--- src/rtl/two_beam_direction_counter_top_macros.svh ---
// Assertion macros for the two-beam direction counter.
`ifndef TWO_BEAM_DIRECTION_COUNTER_TOP_MACROS_SVH
`define TWO_BEAM_DIRECTION_COUNTER_TOP_MACROS_SVH

// Same-cycle implication, disabled while reset is low.
`define TBDC_ASSERT_SAME(label, clk, rst_n, ante, cons) \
  label: assert property (@(posedge clk) disable iff (!rst_n) (ante) |-> (cons)) \
    else $error("tbdc same-cycle check failed");

// Next-cycle implication, disabled while reset is low.
`define TBDC_ASSERT_NEXT(label, clk, rst_n, ante, cons) \
  label: assert property (@(posedge clk) disable iff (!rst_n) (ante) |=> (cons)) \
    else $error("tbdc next-cycle check failed");

`endif

--- src/rtl/tbdc_pkg.sv ---
// Types and constants for the two-beam direction counter.
`timescale 1ns / 1ps
`default_nettype none

package tbdc_pkg;

  localparam int CFG_W = 16;
  localparam int CFG_IDX_W = 2;

  typedef logic [CFG_W-1:0] cfg_data_t;
  typedef logic [CFG_IDX_W-1:0] cfg_index_t;
  typedef logic signed [1:0] delta_t;

  // Register indexes on the configuration channel.
  typedef enum logic [CFG_IDX_W-1:0] {
    CFG_NOISE_FLOOR = 2'd0,
    CFG_MAX_BLOCK   = 2'd1,
    CFG_MIN_GAP     = 2'd2
  } cfg_reg_t;

  localparam cfg_data_t NOISE_FLOOR_RST = 16'd5;
  localparam cfg_data_t MAX_BLOCK_RST   = 16'd3000;
  localparam cfg_data_t MIN_GAP_RST     = 16'd300;

  // Direction codes.
  localparam delta_t DELTA_NONE = 2'sb00;
  localparam delta_t DELTA_POS  = 2'sb01;
  localparam delta_t DELTA_NEG  = 2'sb11;

endpackage

`default_nettype wire

--- src/rtl/two_beam_direction_counter_top.sv ---
// Two-beam direction counter: tick processing, configuration and output register.
`timescale 1ns / 1ps
`default_nettype none

// Each input transfer is one millisecond tick carrying the sampled levels of
// beams A and B. The block keeps its own millisecond count, timestamps break
// and clear edges of each beam, arms a pass when both beams are blocked with
// a break skew above the noise floor and below the maximum block time, and on
// both beams clearing in the same order emits +1 (A to B) or -1 (B to A),
// subject to the minimum gap since the last counted pass. Every tick yields
// exactly one result transfer (0 when nothing is counted). All work for a tick
// is done combinationally between the input transfer and a single output
// register, so a tick is accepted in every cycle and its result appears in the
// cycle after; the only stall is a full output register that the consumer
// does not take (in_ready follows out_ready). Times wrap modulo
// 2^TIME_WIDTH. Configuration writes are taken in any cycle (cfg_ready is
// always high); indexes beyond the register list are dropped. No clearing
// pass follows reset.
module two_beam_direction_counter_top #(
  parameter int TIME_WIDTH = 32
) (
  input  wire                   clk,
  input  wire                   rst_n,
  // tick channel
  input  wire                   in_valid,
  output logic                  in_ready,
  input  wire                   in_beam_a_broken,
  input  wire                   in_beam_b_broken,
  // result channel
  output logic                  out_valid,
  input  wire                   out_ready,
  output tbdc_pkg::delta_t      out_count_delta,
  // configuration channel
  input  wire                   cfg_valid,
  output logic                  cfg_ready,
  input  tbdc_pkg::cfg_index_t  cfg_index,
  input  tbdc_pkg::cfg_data_t   cfg_wdata
);

  import tbdc_pkg::*;

  typedef logic [TIME_WIDTH-1:0] time_t;

  // configuration registers
  cfg_data_t noise_floor_r;
  cfg_data_t max_block_r;
  cfg_data_t min_gap_r;

  // tracking state
  time_t  ms_counter_r,      ms_counter_nxt;
  logic   a_blocked_r,       a_blocked_nxt;
  logic   b_blocked_r,       b_blocked_nxt;
  time_t  a_break_r,         a_break_nxt;
  time_t  b_break_r,         b_break_nxt;
  time_t  a_clear_r,         a_clear_nxt;
  time_t  b_clear_r,         b_clear_nxt;
  logic   pass_armed_r,      pass_armed_nxt;
  delta_t armed_dir_r,       armed_dir_nxt;
  time_t  last_count_r,      last_count_nxt;
  logic   has_counted_r,     has_counted_nxt;

  // output register
  logic   out_valid_r;
  delta_t out_delta_r,       out_delta_nxt;

  logic   in_xfer;
  logic   cfg_xfer;
  time_t  now;
  time_t  brk_diff;
  time_t  later_break;
  time_t  since_last;
  time_t  since_later;
  time_t  noise_ext;
  time_t  max_block_ext;
  time_t  min_gap_ext;
  logic   arm_ok;
  logic   armed_mid;
  delta_t dir_mid;
  delta_t clear_dir;

  // Accept a tick whenever the output register is empty or being drained.
  assign in_ready  = !out_valid_r || out_ready;
  assign in_xfer   = in_valid && in_ready;
  assign cfg_ready = 1'b1;
  assign cfg_xfer  = cfg_valid;

  assign out_valid       = out_valid_r;
  assign out_count_delta = out_delta_r;

  assign noise_ext     = TIME_WIDTH'(noise_floor_r);
  assign max_block_ext = TIME_WIDTH'(max_block_r);
  assign min_gap_ext   = TIME_WIDTH'(min_gap_r);

  // Advance the time base first; every timestamp of this tick uses it.
  assign now = ms_counter_r + TIME_WIDTH'(1);

  // Edge capture: a level that differs from the blocked flag is an edge.
  always_comb begin
    ms_counter_nxt = now;
    a_blocked_nxt  = in_beam_a_broken;
    b_blocked_nxt  = in_beam_b_broken;
    a_break_nxt    = a_break_r;
    a_clear_nxt    = a_clear_r;
    b_break_nxt    = b_break_r;
    b_clear_nxt    = b_clear_r;
    if (in_beam_a_broken != a_blocked_r) begin
      if (in_beam_a_broken) begin
        a_break_nxt = now;
      end else begin
        a_clear_nxt = now;
      end
    end
    if (in_beam_b_broken != b_blocked_r) begin
      if (in_beam_b_broken) begin
        b_break_nxt = now;
      end else begin
        b_clear_nxt = now;
      end
    end
  end

  // Break skew and the later break, both from the freshly captured times.
  assign brk_diff    = (a_break_nxt > b_break_nxt) ? (a_break_nxt - b_break_nxt)
                                                   : (b_break_nxt - a_break_nxt);
  assign later_break = (a_break_nxt > b_break_nxt) ? a_break_nxt : b_break_nxt;
  assign since_last  = now - last_count_r;
  assign since_later = now - later_break;

  // Arm only from idle, with both beams down and a plausible skew.
  assign arm_ok    = a_blocked_nxt && b_blocked_nxt && !pass_armed_r &&
                     (brk_diff > noise_ext) && (brk_diff < max_block_ext);
  assign armed_mid = pass_armed_r || arm_ok;
  assign dir_mid   = arm_ok ? ((a_break_nxt < b_break_nxt) ? DELTA_POS : DELTA_NEG)
                            : armed_dir_r;
  assign clear_dir = (a_clear_nxt < b_clear_nxt) ? DELTA_POS : DELTA_NEG;

  // Pass machine: complete, time out or hold.
  always_comb begin
    pass_armed_nxt  = armed_mid;
    armed_dir_nxt   = dir_mid;
    last_count_nxt  = last_count_r;
    has_counted_nxt = has_counted_r;
    out_delta_nxt   = DELTA_NONE;
    if (armed_mid && !a_blocked_nxt && !b_blocked_nxt) begin
      pass_armed_nxt = 1'b0;
      armed_dir_nxt  = DELTA_NONE;
      // Count only if the clear order matches and the gap has passed.
      if ((clear_dir == dir_mid) && !(has_counted_r && (since_last < min_gap_ext))) begin
        out_delta_nxt   = dir_mid;
        last_count_nxt  = now;
        has_counted_nxt = 1'b1;
      end
    end else if (armed_mid) begin
      // Drop a pass that stays blocked too long after the later break.
      if (since_later > max_block_ext) begin
        pass_armed_nxt = 1'b0;
        armed_dir_nxt  = DELTA_NONE;
      end
    end
  end

  // Configuration registers.
  always_ff @(posedge clk) begin
    if (!rst_n) begin
      noise_floor_r <= NOISE_FLOOR_RST;
      max_block_r   <= MAX_BLOCK_RST;
      min_gap_r     <= MIN_GAP_RST;
    end else if (cfg_xfer) begin
      case (cfg_index)
        CFG_NOISE_FLOOR: noise_floor_r <= cfg_wdata;
        CFG_MAX_BLOCK:   max_block_r   <= cfg_wdata;
        CFG_MIN_GAP:     min_gap_r     <= cfg_wdata;
        default: begin
        end
      endcase
    end
  end

  // Tracking state advances once per accepted tick.
  always_ff @(posedge clk) begin
    if (!rst_n) begin
      ms_counter_r  <= '0;
      a_blocked_r   <= 1'b0;
      b_blocked_r   <= 1'b0;
      a_break_r     <= '0;
      b_break_r     <= '0;
      a_clear_r     <= '0;
      b_clear_r     <= '0;
      pass_armed_r  <= 1'b0;
      armed_dir_r   <= DELTA_NONE;
      last_count_r  <= '0;
      has_counted_r <= 1'b0;
    end else if (in_xfer) begin
      ms_counter_r  <= ms_counter_nxt;
      a_blocked_r   <= a_blocked_nxt;
      b_blocked_r   <= b_blocked_nxt;
      a_break_r     <= a_break_nxt;
      b_break_r     <= b_break_nxt;
      a_clear_r     <= a_clear_nxt;
      b_clear_r     <= b_clear_nxt;
      pass_armed_r  <= pass_armed_nxt;
      armed_dir_r   <= armed_dir_nxt;
      last_count_r  <= last_count_nxt;
      has_counted_r <= has_counted_nxt;
    end
  end

  // Output register: load on a tick, clear valid once the result is taken.
  always_ff @(posedge clk) begin
    if (!rst_n) begin
      out_valid_r <= 1'b0;
    end else if (in_xfer) begin
      out_valid_r <= 1'b1;
    end else if (out_ready) begin
      out_valid_r <= 1'b0;
    end
  end

  always_ff @(posedge clk) begin
    if (in_xfer) begin
      out_delta_r <= out_delta_nxt;
    end
  end

`include "two_beam_direction_counter_top_macros.svh"

  // The held result never carries the unused code.
  `TBDC_ASSERT_SAME(a_delta_code, clk, rst_n, out_valid_r, out_delta_r != 2'sb10)
  // A counted pass is stamped with the tick that produced it.
  `TBDC_ASSERT_SAME(a_count_stamp, clk, rst_n, out_valid_r && (out_delta_r != DELTA_NONE),
                    has_counted_r && (last_count_r == ms_counter_r))
  // Armed state and stored direction agree.
  `TBDC_ASSERT_SAME(a_armed_dir, clk, rst_n, 1'b1,
                    pass_armed_r == (armed_dir_r != DELTA_NONE))
  // Every accepted tick leaves a result waiting.
  `TBDC_ASSERT_NEXT(a_tick_result, clk, rst_n, in_xfer, out_valid_r)

endmodule

`default_nettype wire

--- config.mk ---
export PLATFORM = sky130hd
export DESIGN_NAME = two_beam_direction_counter_top
export DESIGN_NICKNAME = d
export VERILOG_FILES = /design/src/rtl/tbdc_pkg.sv /design/src/rtl/two_beam_direction_counter_top.sv
export VERILOG_INCLUDE_DIRS = /design/src /design/src/rtl
export SDC_FILE = /design/constraint.sdc
export NUM_CORES = 1
export LEC_CHECK = 0
export BUFFER_PORTS_ARGS = -buffer_cell sky130_fd_sc_hd__buf_2
export CAP_MARGIN = 10
export CELL_PAD_IN_SITES_DETAIL_PLACEMENT = 1
export CELL_PAD_IN_SITES_GLOBAL_PLACEMENT = 2
export CORE_ASPECT_RATIO = 2
export CORE_MARGIN = 5
export CORE_UTILIZATION = 38
export DETAILED_ROUTE_END_ITERATION = 10
export MAX_ROUTING_LAYER = met4
export PLACE_DENSITY_LB_ADDON = 0.12
export SYNTH_ARGS = -nofsm -noshare
export SYNTH_HDL_FRONTEND = slang
export SYNTH_SLANG_ARGS = --single-unit
export TNS_END_PERCENT = 5
--- constraint.sdc ---
create_clock -name clk -period 12 [get_ports clk]
set_clock_uncertainty 0.1 [all_clocks]
set_input_delay 0 -clock clk [delete_from_list [all_inputs] [get_ports clk]]
set_output_delay 0 -clock clk [all_outputs]
set_load 0.02 [all_outputs]
==> results of run 1 <==
## layout by cell type, fill, tap and decap left out, types with 11 or more instances in the layout
cell type        n
nand2_1        426
a21oi_1        364
nor2_1         335
dfxtp_1        247
ha_1           201
inv_1          199
o21ai_0        171
xnor2_1         77
mux2i_1         48
nand3_1         46
nand4_1         46
xor2_1          46
buf_4           46
o21a_1          45
a21o_1          35
nor3_1          33
a211oi_1        30
clkbuf_16       29
nor2b_1         28
buf_2           28
or3_1           27
o211ai_1        27
dlygate4sd3_1   24
and2_1          21
nand2b_1        21
o21bai_1        20
a21boi_0        18
a31oi_1         18
and3_1          15
nor4_1          14
o31ai_1         11
## path summary, 6_finish.rpt
kind / from / endpoint / slack, ns / depth (start not counted)
setup reg to reg: ms_counter_r[1]$_SDFFE_PN0P_ / armed_dir_r[0]$_SDFFE_PN0P_ / 0.94 / 43
hold / removal: cfg_index[1] / noise_floor_r[0]$_SDFFE_PN1P_ / 0.009 / 4
hold reg to reg: a_clear_r[31]$_SDFFE_PN0P_ / a_clear_r[31]$_SDFFE_PN0P_ / 0.35 / 2
setup / recovery: ms_counter_r[1]$_SDFFE_PN0P_ / armed_dir_r[0]$_SDFFE_PN0P_ / 0.94 / 43
## power by group
| group | internal [mW] | switching (mW) |
|---|---|---|
| clock | 0.557 | 0.444 |
| sequential | 0.840 | 0.00884 |
| combinational | 0.390 | 0.687 |
| total | 1.79 | 1.14 |
## critical path: cells and delay by family (launching register included)
family / cells / cell delay, ns
XOR/XNOR: 2 / 0.54
AND/OR/NAND/NOR: 18 / 3.97
flip-flops: 1 / 0.40
AO/OA/AOI/OAI: 17 / 4.04
adder cells (fa/ha/maj): 4 / 1.33
buffers and inverters: 2 / 0.56
## logic make-up (layout without fill, tap and decap cells)
family / Yosys count / after routing / share of synthesized area (%)
multiplexers: 55 / 55 / 2.692
buffers and inverters: 368 / 356 / 7.140
other: 1 / 1 / 0.01785
AND/OR/NAND/NOR: 1089 / 1089 / 23.73
XOR/XNOR: 127 / 127 / 5.455
AO/OA/AOI/OAI: 837 / 837 / 24.51
adder cells (fa/ha/maj): 211 / 211 / 12.64
flip-flops: 249 / 249 / 23.82
## layer usage
metal / vias to the layer above / global-route usage [%]
li1: 10100 / -
met1: 10300 / 25.01
met2: 399 / 56.40
met3: 241 / 2.304
met4: 0 / 22.05
met5: - / -
## state kept, by name (all words and copies together), names as in the netlist, 2 cells and up
name,cells
a_break_r,32
a_clear_r,32
b_break_r,32
b_clear_r,32
last_count_r,32
ms_counter_r,32
max_block_r,16
min_gap_r,16
noise_floor_r,16
armed_dir_r,2
out_count_delta,2
## layout make-up
| type | instances | share of cell area (%) |
|---|---|---|
| inverter | 203 | 3.350 |
| sequential | 249 | 21.72 |
| tap | 744 | 4.040 |
| clock inverter | 20 | 1.129 |
| clock buffer | 34 | 3.361 |
| multi-input combinational | 2320 | 63.17 |
| timing repair buffer | 99 | 3.236 |
## repair_timing
action | CTS | global route
endpoints found under the setup margin | 0 | 3
resized for setup | 0 | 4
endpoints found under the hold margin | 59 | 0
hold buffers | 24 | 0
==> summary.md, run 1 <==
| Metric | Value |
|---|---|
| Status | `finished, final reports clean` |
| Crit path launch type | `register` |
| Data required time at the worst endpoint | `12.45 ns` |
| GRT overflow | `0` |
| Worst vdd ir | `around 120 µV` |
| Max-slew violation count | `0` |
| Worst slack, placed | `0.7091 ns` |
| TNS Setup | `0 ns` |
| Met1 wire length | `28440 µm` |
| Hpwl dp | `67650 µm` |
| Crit end category | `register` |
| FF+latch count, synth | `249` |
| Yosys cell types | `111` |
| Clock Sinks | `249` |
| Routed wl met2 | `~48000 µm` |
| Setup-failing EPs final | `0` |
| Clk pin slew, worst setup/hold paths | `0.07 ns` |
| Maxcap violations | `0` |
| Commonest cells post-synth | `nand2_1, a21oi_1, nor2_1, dfxtp_1, ha_1` |
| Latest clock arrival within the worst-skew pair | `0.63 ns` |
| Tot Pwr | `2.926 mW` |
| Finished Layout Cells | `3669` |
| Fraction of layout cells with a size suffix above 1 | `6.872%` |
| Tmin final | `between 10 and 15 ns` |
| Worst rel slew slack | `24.81%` |
| Largest net degree at the start of global routing | `144` |
| First-pass DRT Iterations | `8` |
| CTS tree | `done` |
| Site Rows | `between 100 and 150` |
| Post-synth EDFFs | `2` |
| Vias | `about 21000` |
| P per Cell Area | `between 100 and 150 nW/µm²` |
| Final Util | `41.82%` |
| Count leader, synth | `nand2_1` |
| Routed wl met3 | `between 2000 and 2500 µm` |
| Routability cong. | `roughly 0.9` |
| Share of synthesized registers carrying an async set or reset | `0%` |
| Vias in the first global route | `22080` |
| Postcts setup bufs | `0` |
| Tot GR Track Use | `28.95%` |
| Yosys top cell by area | `dfxtp_1` |
| Initial core utilization | `38.13%` |
| Initial antenna violation count | `0` |
| Avg Vias per Cell | `about 5.7` |
| Diode count | `0` |
| Number of I/O pins | `30` |
| Synth Warn # | `0` |
| WL/cell | `approximately 24 µm` |
| Die ar. | `60380 µm²` |
| Final hold slack | `0.009110 ns` |
| Routed Wire Length | `between 80000 and 90000 µm` |
| Syn-to-layout area delta | `9.683%` |
| Reg area | `5005 µm²` |
| RSZ-0062 raised after global routing | `false` |
| Number of port buffers | `28` |
| Initial DRC count | `just over 800` |
| Residual DRC | `0` |
| Core Area | `55110 µm²` |
| Post-synth top area share | `23.54%` |
| Root Driver | `clkbuf_16` |
| Nets@finish | `3132` |
| CP Max Fanout | `27` |
| Area contributors post-synth | `dfxtp_1, ha_1, a21oi_1, nand2_1, nor2_1` |
| Final period utilization | `92.13%` |
| Dominant synthesized flop cell | `dfxtp_1` |
| Tightest Pin Transition | `roughly 1.1 ns` |
| Top Metal Used | `met4` |
| Final ANT Viol Nets | `0` |
| First-pass GRT wire length | `around 130000 µm` |
| Num CTS Buffers | `29` |
| Crit-path slowest cell | `o31ai_4` |
| H-tree depth | `1` |
| Crit-path most repeated cell | `o21ai_0` |
| Leakage | `9.464 nW` |
| Chip Height | `342.5 µm` |
| CTS Buffer Depth | `3` |
| Mean Syn Cell Area | `7.154 µm²` |
| Crit-path max cell delay | `0.50 ns` |
| Final instance area | `23040 µm²` |
| Placed cell area | `roughly 22000 µm²` |
| Hold Crit Class | `in2reg` |
| Post-Syn Instances | `about 2900` |
| Fillers | `a little under 7000` |
| Multi-input combinational cell area | `14560 µm²` |
| Area of the mapped netlist | `about 21000 µm²` |
| Critical path arrival | `11.50 ns` |
| Register area share after synthesis | `23.82%` |
| Post-Syn Nets | `about 3200` |
| Worst Setup Slack, final | `~0.94 ns` |
| Chip width | `176.3 µm` |
| Inst Count DP | `3591` |
| Final Hold Fails | `0` |
| Crit Path Category | `reg2reg` |
| Highest clock rate | `0.09045 GHz` |
Power figures use the tool's default switching activity.
==> run 2, diff against run 1 <==
--- a/config.mk
+++ b/config.mk
@@ -16,6 +16,7 @@
 export DETAILED_ROUTE_END_ITERATION = 10
 export MAX_ROUTING_LAYER = met4
 export PLACE_DENSITY_LB_ADDON = 0.12
+export RECOVER_POWER = 25
 export SYNTH_ARGS = -nofsm -noshare
 export SYNTH_HDL_FRONTEND = slang
 export SYNTH_SLANG_ARGS = --single-unit
==> summary.md, run 2 (same netlist as run 1, synthesis figures left out) <==
| Metric | Value |
|---|---|
| Critical path arrival | `11.46 ns (was 11.50 ns)` |
| Initial antenna violation count | `0 (unchanged)` |
| Crit-path slowest cell | `o31ai_4 (unchanged)` |
| Crit Path Category | `reg2reg (unchanged)` |
| Worst Hold Depth | `4 (unchanged)` |
| Syn-to-layout area delta | `9.600% (was 9.683%)` |
| Min-Delay Endpoint | `noise_floor_r[0]$_SDFFE_PN1P_ (unchanged)` |
| First-pass GRT wire length | `130300 µm (unchanged)` |
| Reg area | `5005 µm² (unchanged)` |
| Worst vdd ir | `116.3 µV (was 116.2 µV)` |
| Global route hottest layer | `met2 (unchanged)` |
| Root Driver | `clkbuf_16 (unchanged)` |
| Status | `finished, violations left (was finished, final reports clean)` |
| Site Rows | `122 (unchanged)` |
| Num CTS Buffers | `29 (unchanged)` |
| R2r endpoint | `armed_dir_r[0]$_SDFFE_PN0P_ (unchanged)` |
| Routed Wire Length | `86820 µm (was 86840 µm)` |
| Max-slew violation count | `146 (was 0)` |
| Final ANT Viol Nets | `0 (unchanged)` |
| Avg Vias per Cell | `5.720 (was 5.732)` |
| Met3 usage | `2.304% (unchanged)` |
| Fillers | `6932 (was 6929)` |
| Fraction of layout cells with a size suffix above 1 | `6.598% (was 6.872%)` |
| CTS tree | `done (unchanged)` |
| Residual DRC | `0 (unchanged)` |
| Die ar. | `60380 µm² (unchanged)` |
| Worst rel slew slack | `-108.3% (was 24.81%)` |
| Reg-to-Reg Start | `ms_counter_r[1]$_SDFFE_PN0P_ (unchanged)` |
| Number of I/O pins | `30 (unchanged)` |
| Core Area | `55110 µm² (unchanged)` |
| First-pass DRT Iterations | `5 (was 8)` |
| Final Hold Fails | `0 (unchanged)` |
| Met2 GRT Util | `56.40% (unchanged)` |
| Initial DRC count | `772 (was 811)` |
| Tightest Pin Transition | `3.124 ns (was 1.114 ns)` |
| Initial core utilization | `38.13% (unchanged)` |
| Nets@finish | `3132 (unchanged)` |
| Clock Sinks | `249 (unchanged)` |
| Leakage | `9.440 nW (was 9.464 nW)` |
| Failing checks | `capacitance limit, slew limit` |
| Data required time at the worst endpoint | `12.44 ns (was 12.45 ns)` |
| Worst slack, placed | `0.7091 ns (unchanged)` |
| Largest net degree at the start of global routing | `144 (unchanged)` |
| Crit end category | `register (unchanged)` |
| Crit-path most repeated cell | `o21ai_0 (unchanged)` |
| Worst Setup Slack, final | `0.9804 ns (was 0.9440 ns)` |
| Highest clock rate | `0.09075 GHz (was 0.09045 GHz)` |
| Vias in the first global route | `22080 (unchanged)` |
| Hpwl dp | `67650 µm (unchanged)` |
| RSZ-0062 raised after global routing | `false (unchanged)` |
| Clk pin slew, worst setup/hold paths | `0.07 ns (about the same)` |
| Reg2Reg Setup Slack | `0.98 ns (was 0.94 ns)` |
| Chip width | `176.3 µm (unchanged)` |
| Tmin final | `11.02 ns (was 11.06 ns)` |
| Number of port buffers | `28 (unchanged)` |
| P per Cell Area | `127.0 nW/µm² (about the same)` |
| Tot GR Track Use | `28.95% (unchanged)` |
| CP Max Fanout | `27 (unchanged)` |
| Final hold slack | `0.01178 ns (was 0.009110 ns)` |
| Hold path start | `cfg_index[1] (unchanged)` |
| Crit-path max cell delay | `0.49 ns (was 0.50 ns)` |
| Diode count | `0 (unchanged)` |
| Multi-input combinational cell area | `14560 µm² (unchanged)` |
| CTS Buffer Depth | `3 (unchanged)` |
| Latest clock arrival within the worst-skew pair | `0.63 ns (about the same)` |
| Vias | `20990 (was 21030)` |
| WL/cell | `23.66 µm (was 23.67 µm)` |
| Most frequent cells in the layout | `nand2_1, a21oi_1, nor2_1, dfxtp_1, ha_1 (unchanged)` |
| Leading cell type in the layout, fill and taps excluded | `nand2_1 (unchanged)` |
| Chip Height | `342.5 µm (unchanged)` |
| Routability cong. | `0.9118 (unchanged)` |
| Register-to-Register Path Depth | `43 (unchanged)` |
| Final period utilization | `91.83% (was 92.13%)` |
| Setup-failing EPs final | `0 (unchanged)` |
| H-tree depth | `1 (unchanged)` |
| Crit path launch type | `register (unchanged)` |
| GRT overflow | `0 (unchanged)` |
| Placed cell area | `21750 µm² (unchanged)` |
| Maxcap violations | `3 (was 0)` |
| Hold Crit Class | `in2reg (unchanged)` |
| GRT met1 Usage | `25.01% (unchanged)` |
| TNS Setup | `0 ns (unchanged)` |
| Final instance area | `23030 µm² (was 23040 µm²)` |
run 2: final cells by class:
cell class	instances	share of cell area (%)
clock buffer	34	3.363
clock inverter	20	1.130
inverter	203	3.353
multi-input combinational	2320	63.21
sequential	249	21.73
tap	744	4.043
timing repair buffer	99	3.162
run 2: what timing repair did:
| item | in CTS | in global routing |
|---|---|---|
| endpoints found under the setup margin | 0 | 3 |
| hold buffers | 24 | 0 |
| hold endpoints to repair | 59 | 0 |
| resized for setup | 0 | 4 |
| setup buffers | 0 | 0 |
run 2: report_power, final:
group / total, mW / switching [mW] / internal [mW]
Combinational: 1.08 / 0.687 / 0.389
Clock: 0.999 / 0.443 / 0.557
Sequential: 0.849 / 0.00880 / 0.840
run 2: worst max path at each step:
stage / startpoint / cells after the start / to
2_1_floorplan: ms_counter_r[0]$_SDFFE_PN0P_ / 48 / armed_dir_r[0]$_SDFFE_PN0P_
6_report: ms_counter_r[1]$_SDFFE_PN0P_ / 43 / armed_dir_r[0]$_SDFFE_PN0P_
5_1_grt: ms_counter_r[1]$_SDFFE_PN0P_ / 47 / armed_dir_r[0]$_SDFFE_PN0P_
3_5_place_dp: ms_counter_r[1]$_SDFFE_PN0P_ / 46 / armed_dir_r[0]$_SDFFE_PN0P_
3_3_place_gp: ms_counter_r[1]$_SDFFE_PN0P_ / 46 / armed_dir_r[0]$_SDFFE_PN0P_
4_1_cts: ms_counter_r[1]$_SDFFE_PN0P_ / 46 / armed_dir_r[0]$_SDFFE_PN0P_
run 2: per-layer routing:
metal | vias to the layer above | part of all wire [%] | routed length, µm
met2 | 364 | 55 | 47790
met3 | 244 | 2.3 | 2025
met1 | 10280 | 33 | 28570
met5 | - | 0 | 0
li1 | 10100 | - | -
met4 | 0 | 9.7 | 8428
run 2: stage by stage:
step / std cells / power, mW / utilization [%]
6_report: 3669 / 2.925 / 41.79
4_1_cts: 3669 / 2.963 / 41.78
2_1_floorplan: 2937 / 1.595 / -
5_1_grt: 3669 / 3.085 / 41.79
3_3_place_gp: 3591 / 1.911 / 39.46
3_5_place_dp: 3591 / 1.937 / 39.46
run 2: worst max-delay path, delay by kind of cell, from the launching register on:
family / cells / cell delay [ns]
AOI/OAI and AO/OA: 17 / 4.01
and+or+nand+nor: 18 / 3.95
adders and majority gates: 4 / 1.32
buffers and inverters: 2 / 0.56
xor gates and xnor gates: 2 / 0.54
DFF: 1 / 0.39
==> run 3, diff against run 2 <==
--- a/config.mk
+++ b/config.mk
@@ -12,7 +12,7 @@
 export CELL_PAD_IN_SITES_GLOBAL_PLACEMENT = 2
 export CORE_ASPECT_RATIO = 2
 export CORE_MARGIN = 5
-export CORE_UTILIZATION = 38
+export CORE_UTILIZATION = 34
 export DETAILED_ROUTE_END_ITERATION = 10
 export MAX_ROUTING_LAYER = met4
 export PLACE_DENSITY_LB_ADDON = 0.12
==> constraint.sdc (replaced) <==
create_clock -name clk -period 10.04 [get_ports clk]
set_clock_uncertainty 0.1 [all_clocks]
set_input_delay 0 -clock clk [delete_from_list [all_inputs] [get_ports clk]]
set_output_delay 0 -clock clk [all_outputs]
set_load 0.02 [all_outputs]
==> summary.md, run 3 (same netlist as run 1, synthesis figures left out) <==
| Metric | Value |
|---|---|
| Status | `finished, violations left (unchanged)` |
| Failing checks | `capacitance limit, slew limit (unchanged)` |
| Number of port buffers | `28 (unchanged)` |
| Latest clock arrival within the worst-skew pair | `0.59 ns (was 0.63 ns)` |
| Data required time at the worst endpoint | `10.45 ns (was 12.44 ns)` |
| GRT met1 Usage | `30.14% (was 25.01%)` |
| Core Area | `61500 µm² (was 55110 µm²)` |
| Chip width | `185.8 µm (was 176.3 µm)` |
| Nets@finish | `3241 (was 3132)` |
| TNS Setup | `0 ns (unchanged)` |
| Worst vdd ir | `142.9 µV (was 116.3 µV)` |
| Leading cell type in the layout, fill and taps excluded | `nand2_1 (unchanged)` |
| Final period utilization | `93.79% (was 91.83%)` |
| First-pass DRT Iterations | `5 (unchanged)` |
| Routed Wire Length | `79010 µm (was 86820 µm)` |
| Tightest Pin Transition | `3.634 ns (was 3.124 ns)` |
| Chip Height | `361.6 µm (was 342.5 µm)` |
| Crit-path most repeated cell | `nand4_1 (was o21ai_0)` |
| Initial DRC count | `815 (was 772)` |
| Worst rel slew slack | `-143.6% (was -108.3%)` |
| RSZ-0062 raised after global routing | `false (unchanged)` |
| Clk pin slew, worst setup/hold paths | `0.07 ns (about the same)` |
| Routability cong. | `0.8528 (was 0.9118)` |
| Clock Sinks | `249 (unchanged)` |
| Die ar. | `67170 µm² (was 60380 µm²)` |
| Top Family by Delay on Critical Path | `simple AND/OR/NAND/NOR gates (was compound AO/OA/AOI/OAI gates)` |
| Final Hold Fails | `0 (unchanged)` |
| Largest net degree at the start of global routing | `96 (was 144)` |
| Residual DRC | `0 (unchanged)` |
| Vias in the first global route | `20810 (was 22080)` |
| Worst Hold Depth | `4 (unchanged)` |
| CTS Buffer Depth | `3 (unchanged)` |
| Met3 usage | `1.640% (was 2.304%)` |
| Max-slew violation count | `202 (was 146)` |
| Final ANT Viol Nets | `0 (unchanged)` |
| Vias | `20690 (was 20990)` |
| Worst Setup Slack, final | `0.6237 ns (was 0.9804 ns)` |
| CP Max Fanout | `5 (was 27)` |
| Leakage | `9.950 nW (was 9.440 nW)` |
| First-pass GRT wire length | `120800 µm (was 130300 µm)` |
| Initial antenna violation count | `0 (unchanged)` |
| Crit Path Category | `reg2reg (unchanged)` |
| Met2 GRT Util | `39.27% (was 56.40%)` |
| WL/cell | `20.70 µm (was 23.66 µm)` |
| Tot GR Track Use | `23.58% (was 28.95%)` |
| GRT overflow | `0 (unchanged)` |
| Root Driver | `clkbuf_16 (unchanged)` |
| Maxcap violations | `3 (unchanged)` |
| Crit path launch type | `register (unchanged)` |
| Setup-failing EPs final | `0 (unchanged)` |
| Num CTS Buffers | `28 (was 29)` |
| Fraction of layout cells with a size suffix above 1 | `10.52% (was 6.598%)` |
| Diode count | `0 (unchanged)` |
| Hpwl dp | `61240 µm (was 67650 µm)` |
| Hold Crit Class | `in2reg (unchanged)` |
| Worst slack, placed | `-0.8328 ns (was 0.7091 ns)` |
| Syn-to-layout area delta | `14.12% (was 9.600%)` |
| Crit-path slowest cell | `o41ai_4 (was o31ai_4)` |
| Most frequent cells in the layout | `nand2_1, a21oi_1, nor2_1, dfxtp_1 (was nand2_1, a21oi_1, nor2_1, dfxtp_1, ha_1)` |
| P per Cell Area | `143.2 nW/µm² (was 127.0 nW/µm²)` |
| Crit end category | `register (unchanged)` |
| Initial core utilization | `34.17% (was 38.13%)` |
| Register-to-Register Path Depth | `49 (was 43)` |
| Critical path arrival | `9.82 ns (was 11.46 ns)` |
| Highest clock rate | `0.1062 GHz (was 0.09075 GHz)` |
| WP depth | `49 (was 43)` |
| Crit-path max cell delay | `0.53 ns (was 0.49 ns)` |
| Tot Pwr | `3.434 mW (was 2.925 mW)` |
| Site Rows | `129 (was 122)` |
| Avg Vias per Cell | `5.419 (was 5.720)` |
| Worst path buffer plus inverter count | `4 (was 2)` |
| CTS tree | `done (unchanged)` |
| Tmin final | `9.416 ns (was 11.02 ns)` |
| H-tree depth | `1 (unchanged)` |
| Global route hottest layer | `met2 (unchanged)` |
| Number of I/O pins | `30 (unchanged)` |
[run 3: report_power, final]
part           total, mW  switching (mW)  internal (mW)
clock               1.08           0.469          0.612
sequential          1.02          0.0108           1.00
combinational       1.34           0.811          0.526
[run 3: through the flow]
| stage | cells | utilization [%] | hold WS (ns) | cell area, µm² |
|---|---|---|---|---|
| CTS | 3807 | 38.68 | 0.1002 | 23790 |
| finish | 3817 | 38.99 | 0.1339 | 23980 |
| floorplan | 2937 | - | 0.02397 | 21010 |
| global placement | 3727 | 36.64 | 0.1694 | 22530 |
| detailed placement | 3727 | 36.64 | 0.1791 | 22530 |
| global route | 3817 | 38.99 | 0.1374 | 23980 |
[run 3: final timing paths]
kind	startpoint	end	slack [ns]
max	ms_counter_r[0]$_SDFFE_PN0P_	armed_dir_r[0]$_SDFFE_PN0P_	0.62
min	cfg_wdata[1]	min_gap_r[1]$_SDFFE_PN0P_	0.13
max reg2reg	ms_counter_r[0]$_SDFFE_PN0P_	armed_dir_r[0]$_SDFFE_PN0P_	0.62
min reg2reg	b_break_r[25]$_SDFFE_PN0P_	b_break_r[25]$_SDFFE_PN0P_	0.35
[run 3: worst min-delay path, cell delays in order]
cell and delay, ns:
dlygate4sd3_1 0.53, buf_2 0.14, nand2_1 0.05, a21oi_1 0.05
[run 3: what timing repair did]
| item | in CTS | in global routing |
|---|---|---|
| cloned | 0 | 0 |
| setup endpoints to repair | 3 | 3 |
| hold buffers | 28 | 0 |
| endpoints found under the hold margin | 58 | 0 |
| pin swaps | 1 | 14 |
| resized for setup | 6 | 43 |
| setup buffers | 2 | 10 |
[run 3: per-layer routing]
metal	share of wire, %	vias to the layer above
li1	-	10340
met1	45	10010
met2	49	233
met3	2.5	106
met4	3.8	0
met5	0	-
[run 3: final cells by class]
| class | count | area (µm²) |
|---|---|---|
| timing repair buffer | 209 | 1593 |
| inverter | 203 | 765.7 |
| clock inverter | 14 | 160.2 |
| sequential | 249 | 5009 |
| fill | 7655 | 37520 |
| clock buffer | 36 | 762.0 |
| multi-input combinational | 2320 | 14700 |
| tap | 786 | 983.4 |
